[config.mk]
export PLATFORM = sky130hd
export DESIGN_NAME = signal_window_statistics_unit
export DESIGN_NICKNAME = d
export VERILOG_FILES = /design/src/rtl/swsu_pkg.sv /design/src/rtl/swsu_front.sv /design/src/rtl/swsu_queue.sv /design/src/rtl/swsu_back.sv /design/src/rtl/signal_window_statistics_unit.sv
export SDC_FILE = /design/constraint.sdc
export NUM_CORES = 2
export LEC_CHECK = 0
export BUFFER_PORTS_ARGS = -buffer_cell sky130_fd_sc_hd__buf_4
export CORE_AREA = 5 5 242 268
export DETAILED_ROUTE_END_ITERATION = 7
export DIE_AREA = 0 0 247 273
export GPL_TIMING_DRIVEN = 0
export PLACE_DENSITY = 0.82
export SYNTH_ARGS = -nofsm -noshare
export SYNTH_HDL_FRONTEND = slang
export SYNTH_SLANG_ARGS = --single-unit
[constraint.sdc]
create_clock -name i_clk -period 27.4 [get_ports i_clk]
set_clock_uncertainty 0.15 [all_clocks]
set_input_delay 2.74 -clock i_clk [delete_from_list [all_inputs] [get_ports i_clk]]
set_output_delay 2.74 -clock i_clk [all_outputs]
set_load 0.05 [all_outputs]
[src/rtl/swsu_pkg.sv]
`timescale 1ns / 1ps
// Shared constants, payload types and control types of the window statistics unit.
package swsu_pkg;

    // Window limit and sample width
    localparam int MAX_WINDOW  = 4096;
    localparam int SAMPLE_BITS = 16;

    // Derived widths
    localparam int CNT_W   = $clog2(MAX_WINDOW + 1);
    localparam int SUM_W   = SAMPLE_BITS + $clog2(MAX_WINDOW);
    localparam int SQ_W    = 2 * SAMPLE_BITS - 1;
    localparam int SQSUM_W = SQ_W + $clog2(MAX_WINDOW);
    localparam int ROOT_W  = SAMPLE_BITS;
    localparam int STEP_W  = $clog2(SQSUM_W);

    // Window queue between the accumulator and the arithmetic back end
    localparam int QDEPTH = 2;
    localparam int QPTR_W = $clog2(QDEPTH);
    localparam int QCNT_W = $clog2(QDEPTH + 1);

    // Reset values of the running minimum and maximum
    localparam logic signed [SAMPLE_BITS-1:0] SMP_MAX = {1'b0, {(SAMPLE_BITS-1){1'b1}}};
    localparam logic signed [SAMPLE_BITS-1:0] SMP_MIN = {1'b1, {(SAMPLE_BITS-1){1'b0}}};

    // One input transaction
    typedef struct packed {
        logic signed [15:0] sample;
        logic               last;
    } t_sample_item;

    // One result transaction
    typedef struct packed {
        logic signed [15:0] mean_value;
        logic        [15:0] rms_value;
        logic signed [15:0] minimum;
        logic signed [15:0] maximum;
        logic        [15:0] peak_to_peak;
        logic        [12:0] sample_count;
        logic               overflow;
    } t_stat_item;

    // Totals of one closed window
    typedef struct packed {
        logic signed [SUM_W-1:0]       sum;
        logic        [SQSUM_W-1:0]     sq_sum;
        logic signed [SAMPLE_BITS-1:0] min_val;
        logic signed [SAMPLE_BITS-1:0] max_val;
        logic        [CNT_W-1:0]       count;
        logic                          ovf;
    } t_window_rec;

    // Queue status seen by both neighbors
    typedef struct packed {
        logic empty;
        logic full;
    } t_q_status;

    // Back end sequencer
    typedef enum logic [1:0] {
        BK_IDLE,
        BK_DIV,
        BK_SQRT,
        BK_HOLD
    } t_back_state;

    typedef struct packed {
        logic load;
        logic div_step;
        logic sqrt_step;
        logic out_load;
    } t_back_ctl;

endpackage

[src/rtl/swsu_front.sv]
`timescale 1ns / 1ps
// Front end: takes samples, squares them and keeps the running window totals.
module swsu_front
    import swsu_pkg::*;
(
    input  logic         i_clk,
    input  logic         i_rst_n,
    input  logic         push,
    output logic         full,
    input  t_sample_item i_sample_item,
    input  t_q_status    i_q_status,
    output logic         o_rec_push,
    output t_window_rec  o_rec
);

    logic                          r_s1_valid;
    logic signed [SAMPLE_BITS-1:0] r_s1_sample;
    logic        [SQ_W-1:0]        r_s1_sq;
    logic                          r_s1_last;

    logic signed [SUM_W-1:0]       r_sum,  n_sum;
    logic        [SQSUM_W-1:0]     r_sq,   n_sq;
    logic signed [SAMPLE_BITS-1:0] r_min,  n_min;
    logic signed [SAMPLE_BITS-1:0] r_max,  n_max;
    logic        [CNT_W-1:0]       r_cnt,  n_cnt;
    logic                          r_ovf,  n_ovf;

    logic                   w_stall;
    logic                   w_adv;
    logic [SAMPLE_BITS-1:0] w_mag;
    logic [2*SAMPLE_BITS-1:0] w_prod;

    // A closing sample waits in the stage while the queue has no room.
    assign w_stall = r_s1_valid && r_s1_last && i_q_status.full;
    assign w_adv   = r_s1_valid && !w_stall;
    assign full    = w_stall;

    // Magnitude and square of the incoming sample.
    assign w_mag  = i_sample_item.sample[SAMPLE_BITS-1] ?
                    SAMPLE_BITS'(-i_sample_item.sample) :
                    SAMPLE_BITS'(i_sample_item.sample);
    assign w_prod = w_mag * w_mag;

    // Input stage register.
    always_ff @(posedge i_clk) begin
        if (!i_rst_n) begin
            r_s1_valid <= 1'b0;
        end else if (!w_stall) begin
            r_s1_valid <= push;
        end
        if (!w_stall && push) begin
            r_s1_sample <= i_sample_item.sample;
            r_s1_sq     <= w_prod[SQ_W-1:0];
            r_s1_last   <= i_sample_item.last;
        end
    end

    // Running totals after the staged sample; a full window only marks overflow.
    always_comb begin
        n_sum = r_sum;
        n_sq  = r_sq;
        n_min = r_min;
        n_max = r_max;
        n_cnt = r_cnt;
        n_ovf = r_ovf;
        if (r_cnt >= CNT_W'(MAX_WINDOW)) begin
            n_ovf = 1'b1;
        end else begin
            n_sum = r_sum + {{(SUM_W-SAMPLE_BITS){r_s1_sample[SAMPLE_BITS-1]}}, r_s1_sample};
            n_sq  = r_sq + SQSUM_W'(r_s1_sq);
            if (r_s1_sample < r_min) begin
                n_min = r_s1_sample;
            end
            if (r_s1_sample > r_max) begin
                n_max = r_s1_sample;
            end
            n_cnt = r_cnt + 1'b1;
        end
    end

    // The closing sample hands the finished window to the queue.
    assign o_rec_push     = w_adv && r_s1_last;
    assign o_rec.sum      = n_sum;
    assign o_rec.sq_sum   = n_sq;
    assign o_rec.min_val  = n_min;
    assign o_rec.max_val  = n_max;
    assign o_rec.count    = n_cnt;
    assign o_rec.ovf      = n_ovf;

    // Accumulator registers, cleared when a window closes.
    always_ff @(posedge i_clk) begin
        if (!i_rst_n || (w_adv && r_s1_last)) begin
            r_sum <= '0;
            r_sq  <= '0;
            r_min <= SMP_MAX;
            r_max <= SMP_MIN;
            r_cnt <= '0;
            r_ovf <= 1'b0;
        end else if (w_adv) begin
            r_sum <= n_sum;
            r_sq  <= n_sq;
            r_min <= n_min;
            r_max <= n_max;
            r_cnt <= n_cnt;
            r_ovf <= n_ovf;
        end
    end

    // Overflow is only ever flagged on a window that reached the limit.
    a_ovf_at_limit: assert property (@(posedge i_clk) disable iff (!i_rst_n)
        r_ovf |-> (r_cnt == CNT_W'(MAX_WINDOW)))
        else $error("overflow set below the window limit");

endmodule

[src/rtl/swsu_queue.sv]
`timescale 1ns / 1ps
// Short queue of closed-window totals between the front and back ends.
module swsu_queue
    import swsu_pkg::*;
(
    input  logic        i_clk,
    input  logic        i_rst_n,
    input  logic        i_push,
    input  t_window_rec i_rec,
    input  logic        i_pop,
    output t_window_rec o_rec,
    output t_q_status   o_status
);

    t_window_rec       r_mem [QDEPTH];
    logic [QPTR_W-1:0] r_wr_ptr;
    logic [QPTR_W-1:0] r_rd_ptr;
    logic [QCNT_W-1:0] r_count;

    assign o_status.empty = (r_count == '0);
    assign o_status.full  = (r_count == QCNT_W'(QDEPTH));
    assign o_rec          = r_mem[r_rd_ptr];

    // Pointers and fill level.
    always_ff @(posedge i_clk) begin
        if (!i_rst_n) begin
            r_wr_ptr <= '0;
            r_rd_ptr <= '0;
            r_count  <= '0;
        end else begin
            if (i_push) begin
                r_wr_ptr <= (r_wr_ptr == QPTR_W'(QDEPTH - 1)) ? '0 : r_wr_ptr + 1'b1;
            end
            if (i_pop) begin
                r_rd_ptr <= (r_rd_ptr == QPTR_W'(QDEPTH - 1)) ? '0 : r_rd_ptr + 1'b1;
            end
            if (i_push && !i_pop) begin
                r_count <= r_count + 1'b1;
            end else if (!i_push && i_pop) begin
                r_count <= r_count - 1'b1;
            end
        end
    end

    // Entry storage.
    always_ff @(posedge i_clk) begin
        if (i_push) begin
            r_mem[r_wr_ptr] <= i_rec;
        end
    end

    a_no_push_full: assert property (@(posedge i_clk) disable iff (!i_rst_n)
        o_status.full |-> !i_push)
        else $error("window pushed into a full queue");

endmodule

[src/rtl/swsu_back.sv]
`timescale 1ns / 1ps
// Back end: serial division, serial square root and the result register.
module swsu_back
    import swsu_pkg::*;
(
    input  logic        i_clk,
    input  logic        i_rst_n,
    input  t_q_status   i_q_status,
    input  t_window_rec i_rec,
    output logic        o_q_pop,
    output logic        empty,
    input  logic        pop,
    output t_stat_item  o_stat_item
);

    t_back_state r_state, n_state;
    t_back_ctl   ctl;

    logic [STEP_W-1:0]             r_step;
    logic                          r_neg;
    logic [SQSUM_W-1:0]            r_quo_a;
    logic [CNT_W-1:0]              r_rem_a;
    logic [SQSUM_W-1:0]            r_quo_b;
    logic [CNT_W-1:0]              r_rem_b;
    logic [ROOT_W-1:0]             r_root;
    logic [ROOT_W-1:0]             r_srem;
    logic signed [SAMPLE_BITS-1:0] r_min;
    logic signed [SAMPLE_BITS-1:0] r_max;
    logic [CNT_W-1:0]              r_cnt;
    logic                          r_ovf;
    logic                          r_out_valid;
    t_stat_item                    r_out;

    logic             w_out_free;
    logic [SUM_W-1:0] w_sum_mag;
    logic [CNT_W:0]   w_ta, w_tb, w_da, w_db;
    logic             w_ge_a, w_ge_b;
    logic [ROOT_W+1:0] w_cur, w_trial, w_sdiff;
    logic             w_ge_s;
    logic [SAMPLE_BITS-1:0] w_qa;
    t_stat_item       w_res;

    assign w_out_free = !r_out_valid || pop;

    // Sequencer next state.
    always_comb begin
        n_state = r_state;
        case (r_state)
            BK_IDLE: begin
                if (!i_q_status.empty) n_state = BK_DIV;
            end
            BK_DIV: begin
                if (r_step == '0) n_state = BK_SQRT;
            end
            BK_SQRT: begin
                if (r_step == '0) n_state = BK_HOLD;
            end
            BK_HOLD: begin
                if (w_out_free) n_state = BK_IDLE;
            end
            default: n_state = BK_IDLE;
        endcase
    end

    // Sequencer outputs.
    always_comb begin
        ctl = '0;
        case (r_state)
            BK_IDLE: ctl.load      = !i_q_status.empty;
            BK_DIV:  ctl.div_step  = 1'b1;
            BK_SQRT: ctl.sqrt_step = 1'b1;
            BK_HOLD: ctl.out_load  = w_out_free;
            default: ctl = '0;
        endcase
    end

    always_ff @(posedge i_clk) begin
        if (!i_rst_n) begin
            r_state <= BK_IDLE;
        end else begin
            r_state <= n_state;
        end
    end

    assign o_q_pop = ctl.load;

    // Restoring division of both totals by the count, one quotient bit per cycle.
    assign w_sum_mag = i_rec.sum[SUM_W-1] ? SUM_W'(-i_rec.sum) : SUM_W'(i_rec.sum);
    assign w_ta   = {r_rem_a, r_quo_a[SQSUM_W-1]};
    assign w_tb   = {r_rem_b, r_quo_b[SQSUM_W-1]};
    assign w_ge_a = (w_ta >= {1'b0, r_cnt});
    assign w_ge_b = (w_tb >= {1'b0, r_cnt});
    assign w_da   = w_ta - {1'b0, r_cnt};
    assign w_db   = w_tb - {1'b0, r_cnt};

    // Digit-by-digit square root, two radicand bits per cycle.
    assign w_cur   = {r_srem, r_quo_b[2*ROOT_W-1 -: 2]};
    assign w_trial = {r_root, 2'b01};
    assign w_ge_s  = (w_cur >= w_trial);
    assign w_sdiff = w_cur - w_trial;

    always_ff @(posedge i_clk) begin
        if (ctl.load) begin
            r_neg   <= i_rec.sum[SUM_W-1];
            r_quo_a <= SQSUM_W'(w_sum_mag);
            r_rem_a <= '0;
            r_quo_b <= i_rec.sq_sum;
            r_rem_b <= '0;
            r_root  <= '0;
            r_srem  <= '0;
            r_min   <= i_rec.min_val;
            r_max   <= i_rec.max_val;
            r_cnt   <= i_rec.count;
            r_ovf   <= i_rec.ovf;
            r_step  <= STEP_W'(SQSUM_W - 1);
        end else if (ctl.div_step) begin
            r_quo_a <= {r_quo_a[SQSUM_W-2:0], w_ge_a};
            r_rem_a <= w_ge_a ? w_da[CNT_W-1:0] : w_ta[CNT_W-1:0];
            r_quo_b <= {r_quo_b[SQSUM_W-2:0], w_ge_b};
            r_rem_b <= w_ge_b ? w_db[CNT_W-1:0] : w_tb[CNT_W-1:0];
            r_step  <= (r_step == '0) ? STEP_W'(ROOT_W - 1) : r_step - 1'b1;
        end else if (ctl.sqrt_step) begin
            r_quo_b <= r_quo_b << 2;
            r_srem  <= w_ge_s ? w_sdiff[ROOT_W-1:0] : w_cur[ROOT_W-1:0];
            r_root  <= {r_root[ROOT_W-2:0], w_ge_s};
            r_step  <= r_step - 1'b1;
        end
    end

    // Result fields; the mean is the quotient magnitude with the sum's sign.
    assign w_qa               = r_quo_a[SAMPLE_BITS-1:0];
    assign w_res.mean_value   = r_neg ? -w_qa : w_qa;
    assign w_res.rms_value    = r_root;
    assign w_res.minimum      = r_min;
    assign w_res.maximum      = r_max;
    assign w_res.peak_to_peak = r_max - r_min;
    assign w_res.sample_count = r_cnt;
    assign w_res.overflow     = r_ovf;

    // Result register; it frees as the receiver takes the transaction.
    always_ff @(posedge i_clk) begin
        if (!i_rst_n) begin
            r_out_valid <= 1'b0;
        end else if (ctl.out_load) begin
            r_out_valid <= 1'b1;
        end else if (pop) begin
            r_out_valid <= 1'b0;
        end
        if (ctl.out_load) begin
            r_out <= w_res;
        end
    end

    assign empty       = !r_out_valid;
    assign o_stat_item = r_out;

    a_load_needs_entry: assert property (@(posedge i_clk) disable iff (!i_rst_n)
        ctl.load |-> !i_q_status.empty)
        else $error("window taken from an empty queue");

    a_result_shown: assert property (@(posedge i_clk) disable iff (!i_rst_n)
        ctl.out_load |=> (r_out_valid && r_state == BK_IDLE))
        else $error("result register not loaded after hold");

    a_sqrt_steps: assert property (@(posedge i_clk) disable iff (!i_rst_n)
        (r_state == BK_SQRT) |-> (r_step < STEP_W'(ROOT_W)))
        else $error("square root step count out of range");

endmodule

[src/rtl/signal_window_statistics_unit.sv]
`timescale 1ns / 1ps
// Top level of the window statistics unit: front end, window queue and back end.
//
// Usage: samples enter through a queue-style port (push / full). A transaction
// with last set closes the window. Results leave through a queue-style port
// (empty / pop): while empty is low the oldest result is on o_stat_item, and
// pop takes it.
// Throughput: one sample per cycle while full is low. Each closed window
// occupies the serial divider and square root unit for one load, 43 division
// steps, 16 square root steps and one hold. Up to two closed windows wait in
// the queue, so full rises only when closed windows keep arriving faster
// than the back end finishes them, or when results are not popped. Empty
// goes low once a window has passed the queue, both serial units and the hold.
// While a result waits unpopped, the back end holds its next result and the
// front end keeps accumulating until a closing sample finds the queue full.
// Reset (synchronous, active low) clears the window totals, empties the queue
// and the result register; samples are accepted as soon as reset is released.
module signal_window_statistics_unit
    import swsu_pkg::*;
(
    input  logic         i_clk,
    input  logic         i_rst_n,
    input  logic         push,
    output logic         full,
    input  t_sample_item i_sample_item,
    output logic         empty,
    input  logic         pop,
    output t_stat_item   o_stat_item
);

    t_q_status   q_status;
    logic        rec_push;
    logic        rec_pop;
    t_window_rec rec_in;
    t_window_rec rec_out;

    // Sample intake and running totals.
    swsu_front u_front (
        .i_clk         (i_clk),
        .i_rst_n       (i_rst_n),
        .push          (push),
        .full          (full),
        .i_sample_item (i_sample_item),
        .i_q_status    (q_status),
        .o_rec_push    (rec_push),
        .o_rec         (rec_in)
    );

    // Closed windows waiting for the arithmetic.
    swsu_queue u_queue (
        .i_clk    (i_clk),
        .i_rst_n  (i_rst_n),
        .i_push   (rec_push),
        .i_rec    (rec_in),
        .i_pop    (rec_pop),
        .o_rec    (rec_out),
        .o_status (q_status)
    );

    // Division, square root and result register.
    swsu_back u_back (
        .i_clk       (i_clk),
        .i_rst_n     (i_rst_n),
        .i_q_status  (q_status),
        .i_rec       (rec_out),
        .o_q_pop     (rec_pop),
        .empty       (empty),
        .pop         (pop),
        .o_stat_item (o_stat_item)
    );

endmodule
# After elaboration in Yosys (flattened, before gate mapping)
# Memory sizes are Yosys's and may differ from the RTL's. A register that Yosys moved wholly into a read port is not among the register bits.
# Cells that the tools add are included.
# totals
ff_bits	464
ramBits	234
output_inout_bits	96
wordCells	133
memories	1
# classes
add_sub_neg	15
multipliers	1
n_lt_le_gt_ge	6
eq_ne	8
mux	41
n_bitwise	1
reduce_logical	25
# mem_list
name	words	word_bits	read_ports	rd_clocked_by_memory_dff	wr	line_no	source
u_queue.r_mem	2	117	1	1	1	swsu_queue.sv:15	t_window_rec r_mem [QDEPTH];
# ops
cell	n
2-to-1 mux 43 bit	4
2-to-1 mux 16 bit	7
2-to-1 mux 28 bit	4
adder 43 x 31 -> 43 bit	1
2-to-1 mux 13 bit	3
negator 16 bit	2
subtractor 16 bit	2
multiplier 16 x 16 -> 31 bit	1
adder 28 bit	1
greater-or-equal comparator 14 x 13 -> 1 bit	2
negator 28 bit	1
subtractor 13 bit	2
greater-or-equal comparator 18 bit	1
2-to-1 mux 6 bit	3
> comparator 16 bit	1
< comparator 16 bit	1
adder 13 x 1 -> 13 bit, second input constant	1
greater-or-equal comparator 13 bit, second input constant	1
2-to-1 mux 1 bit	13
2-to-1 mux 2 bit	6
case mux 2 bit (4 select lines)	1
nonzero test 2 bit	4
logical AND 1 bit	7
== test 2 bit, second input constant	3
15 further kinds	25

# Longest topological paths before layout
# logic_depth
word_depth	9
depth_mapped	33

# Modules after synthesis
# From an unflattened synthesis, not the netlist that was laid out.
# hier_totals
cells_unflattened	3863
area_unflattened_um2	41526.1
# by_module_without_submodules
module	n_inst	cells_each	area_each_um2	seq_area_each_um2
swsu_front	1	2171	18222.5	3743.6
swsu_back	1	1306	14533.9	8007.7
swsu_queue	1	386	8769.7	7126.8

# Least setup slack after synthesis
# No wires, ideal clock.
# synth_path
kind	input to register
from	input port i_sample_item[1] (netlist bit)
to	register u_front.r_s1_sq[30], data pin
setup_time_ns	0.260
arrival_ns	10.157
t_required_ns	26.990
setup_slack_ns	16.833
stages	29
n_path_buf	2
cell_sequence	clkinv_1 clkbuf_1 ha_1 nand2_1 or3_1 clkbuf_1 o41a_1 xnor2_1 clkinv_1 nand2_1 fa_1 fa_1 inv_1 fa_1 fa_1 fa_1 inv_1 fa_1 inv_1 ha_1 a21o_1 a21oi_1 o21ai_0 or3_1 o2111ai_1 nand2_1 a221o_1 a21oi_1 xnor2_1
# synth_via
elab_chain_cells	3
# synth_lines
item	line_no	source
from (decl)	signal_window_statistics_unit.sv:25	input t_sample_item i_sample_item,
negator 16 bit	swsu_front.sv:40	SAMPLE_BITS'(-i_sample_item.sample) :
2-to-1 mux 16 bit *	swsu_front.sv:39	assign w_mag = i_sample_item.sample[SAMPLE_BITS-1] ?
multiplier 16 x 16 -> 31 bit *	swsu_front.sv:42	assign w_prod = w_mag * w_mag;
via u_front.w_prod[30]	swsu_front.sv:31	logic [2*SAMPLE_BITS-1:0] w_prod;
to (signal assigned)	swsu_front.sv:53	r_s1_sq <= w_prod[SQ_W-1:0];
to (decl)	swsu_front.sv:18	logic [SQ_W-1:0] r_s1_sq;
# Mark *: on every way through the listed nets, which the timed path passes. The rest lies on a longest branch.
# A chain may end at the register's enable or synchronous reset.

# Worst setup path after layout
# Same ends and word-level chain as after synthesis.

==> results.md <==
- Final Net Count: roughly 4500
- Dominant cell type by area after synthesis: edfxtp_1
- # Post-CTS Setup Buffers: 0
- Total Power: between 6 and 7 mW
- Tmin final: between 10000 and 15000 ps
- Static Leakage: between 15 and 20 nW
- Final Wtd Congestion: 0.955
- Total GRT Usage: 0.292
- H-tree levels: 3
- Cell Pwr Density: 135 mW/mm2
- Clk_lat worst skew: slightly above 600 ps
- Core area: between 0.06 and 0.07 mm2
- Number of flops mapped to enable cells by yosys: 492
- Row count: between 90 and 100
- Net Sw Power: 2.59 mW
- Layout cells sized above 1: 0.0850
- Largest net degree at the start of global routing: between 40 and 50
- Crit-path max FO: 11
- Pre-Repair DR Iteration Count: 8
- Hold EP: u_back.o_stat_item[0]
- Worst EP required: roughly 28000 ps
- Clock Path Buffers: 3
- WHS: roughly 270 ps
- Sinks on Clock Net: 697
- Sequential fraction of the synthesis area: 0.462
- Reg2Reg Depth: 16
- DRC errors left: 0
- Worst path max stage delay: around 840 ps
- Total grt overflow: 0
- Synthesized instance count: slightly below 4000
- Outcome: finished clean
- CP startpoint kind: input port
- Post-CTS sizing: 0
- First-pass GRT wire length: 156000 um
- Hold Path Cell Cnt: 0
- Post-DP HPWL: around 74000 um
- Clock group share of total power: 0.159
- Layout area overhead: 11.0%
- Max-cap violation count: 0
- Synth cell types: about 80
- Worst Hold Class: reg2reg
- Detailed Route Iter0 Violations: 2439
- Post-DRT Antenna Nets: 0
- Area of the mapped netlist: between 0.04 and 0.05 mm2
- Top area cells in the synthesized netlist: edfxtp_1, dfxtp_1, fa_1
- Top cell type's share of synthesized area: 0.362
- Number of buffers added on ports: approximately 120
- Worst Setup End Kind: flop
- Initial antenna violation count: 0
- YS warnings: 0
- Worst-path clk slew: 60 ps
- Final Max Tran Viols: 0
- Yosys reg bits: roughly 700
- CTS Buf Count: just under 70
- Crit path DAT: between 10000 and 15000 ps
- Slowest cell on crit path: xnor2_1
- Switching part of the total: 0.422
- # setup viols final: 0
- DIE WIDTH: approximately 250 um
- Maximum vdd drop: approximately 0.00020 V
- Syn_area_per_cell: roughly 11 um2
- Vias in the first global route: between 20000 and 30000
- Crit-path most repeated cell: fa_1
- WL final: 99200 um
- Die Ht: roughly 270 um
- Worst slew margin: 0.144
- Comb pwr share: 0.566
- Hold Path Origin: u_back.r_ovf
- P_int: 3.55 mW
- Highest achievable clock rate: 82.7 MHz
- Crit Reg-Reg Endpoint: u_back.r_quo_a[18]
- Root Driver: clkbuf_16
- Die area: 0.0674 mm2
- Endpoints failing hold: 0
- Antenna fix cells: 0
- Post-synth ARST share: 0
- Post-CTS Hold Buffers: 0
- I/O pins: 117
- Post-DR vias/cell: roughly 6
- R2r setup slk: 21680 ps
- RSZ-0062 raised after global routing: no
- Top FF cell, synth: edfxtp_1
- Total number of vias: 29675
- Final Util: 0.733
- Starting Density: 0.661
- DR WL/cell: roughly 20 um
- Setup Crit Path Kind: in2reg
- Reg power frac: 0.275
- Worst-Margin Slew: roughly 1300 ps
- Fin Setup TNS: 0 ps
- CTS tree: yes
- Tcrit/Tclk final: 0.441
[worst max-delay path: cells and delay by family]
| family | cells | cell delay [ps] |
|---|---|---|
| and+or+nand+nor | 5 | 1210 |
| xor gates and xnor gates | 2 | 920 |
| adders and majority gates | 8 | 3650 |
| buffers and inverters | 8 | 1920 |
| AOI/OAI and AO/OA | 7 | 1810 |
[how the worst max path moves through the flow]
stage                                start                   to  slack [ps]  cells after the start
final                     i_sample_item[1]  u_front.r_s1_sq[30]       15310                     30
after global routing      i_sample_item[1]  u_front.r_s1_sq[30]       14960                     30
after CTS                 i_sample_item[1]  u_front.r_s1_sq[30]       15360                     30
after detailed placement  i_sample_item[1]  u_front.r_s1_sq[30]       14750                     30
after global placement    i_sample_item[1]  u_front.r_s1_sq[30]       14900                     30
after floorplan           i_sample_item[1]  u_front.r_s1_sq[30]       16830                     29
[power by group through the flow]
stage | Clock, mW | Combinational (mW) | Sequential, mW
2_1_floorplan | 0 | 2.63 | 1.69
3_3_place_gp | 0 | 3.31 | 1.71
3_5_place_dp | 0 | 3.42 | 1.71
4_1_cts | 0.985 | 3.46 | 1.69
5_1_grt | 1.03 | 3.88 | 1.71
6_report | 0.977 | 3.48 | 1.69
[synthesized netlist by cell type, types with 89 or more instances]
master and n:
ha_1 254, inv_1 367, xnor2_1 135, mux2i_1 129
o21ai_0 238, fa_1 169, edfxtp_1 492, nand2_1 356
a21oi_1 226, xor2_1 89, clkbuf_1 125, nor2_1 257
dfxtp_1 205
[kinds of logic after synthesis]
logic type / Yosys count / share of synthesized area
xor gates and xnor gates: 224 / 0.0480
buffers and inverters: 528 / 0.0490
DFF: 697 / 0.462
and+or+nand+nor: 996 / 0.113
muxes: 201 / 0.0514
other: 2 / 0.000184
AOI/OAI and AO/OA: 773 / 0.116
adders and majority gates: 423 / 0.161
[stage by stage]
| step | area [um2] | setup slack (ps) | instances |
|---|---|---|---|
| floorplan | 40900 | 16830 | 3853 |
| global placement | 42800 | 14900 | 4802 |
| detailed placement | 43000 | 14750 | 4812 |
| CTS | 45400 | 15360 | 4937 |
| global route | 45400 | 14960 | 4937 |
| finish | 45400 | 15310 | 4937 |
[layer usage]
| metal | global-route usage | wire, um |
|---|---|---|
| met5 | 0 | 0 |
| met1 | 0.355 | 37800 |
| met4 | 0.151 | 5500 |
| met2 | 0.512 | 50000 |
| met3 | 0.0346 | 5950 |
[area by class of cell]
type,instances,area (um2)
multi-input cells,2628,20000
flip-flops and latches,697,18900
fillers,4198,16500
clock buffers,91,1920
inverters,373,1400
repair buffers,126,1070
well taps,833,1040
plain buffers,155,604
clock inverters,34,419
[placed cells by master (no fill, tap or decap), types with 72 or more instances in the layout]
master,instances
edfxtp_1,492
inv_1,367
nor2_1,256
fa_1,169
ha_1,254
a21oi_1,226
xor2_1,89
buf_4,117
clkbuf_1,138
xnor2_1,135
mux2_2,72
mux2i_1,129
dfxtp_1,205
nand2_1,356
o21ai_0,238
[registers in the layout, summed over array words and instances (netlist names), 15 cells and up, named ones only]
signal               flops
u_back.r_quo_b          43
u_front.r_min           16
u_back.r_max            16
u_back.r_root           16
u_back.r_quo_a          43
u_queue.r_mem          234
u_back.o_stat_item      94
u_front.r_s1_sq         30
u_front.r_max           16
u_back.r_min            16
u_back.r_srem           16
u_front.r_sq            43
u_front.r_s1_sample     15
u_front.r_sum           28
Note: power is estimated with default switching activity, not from simulation.
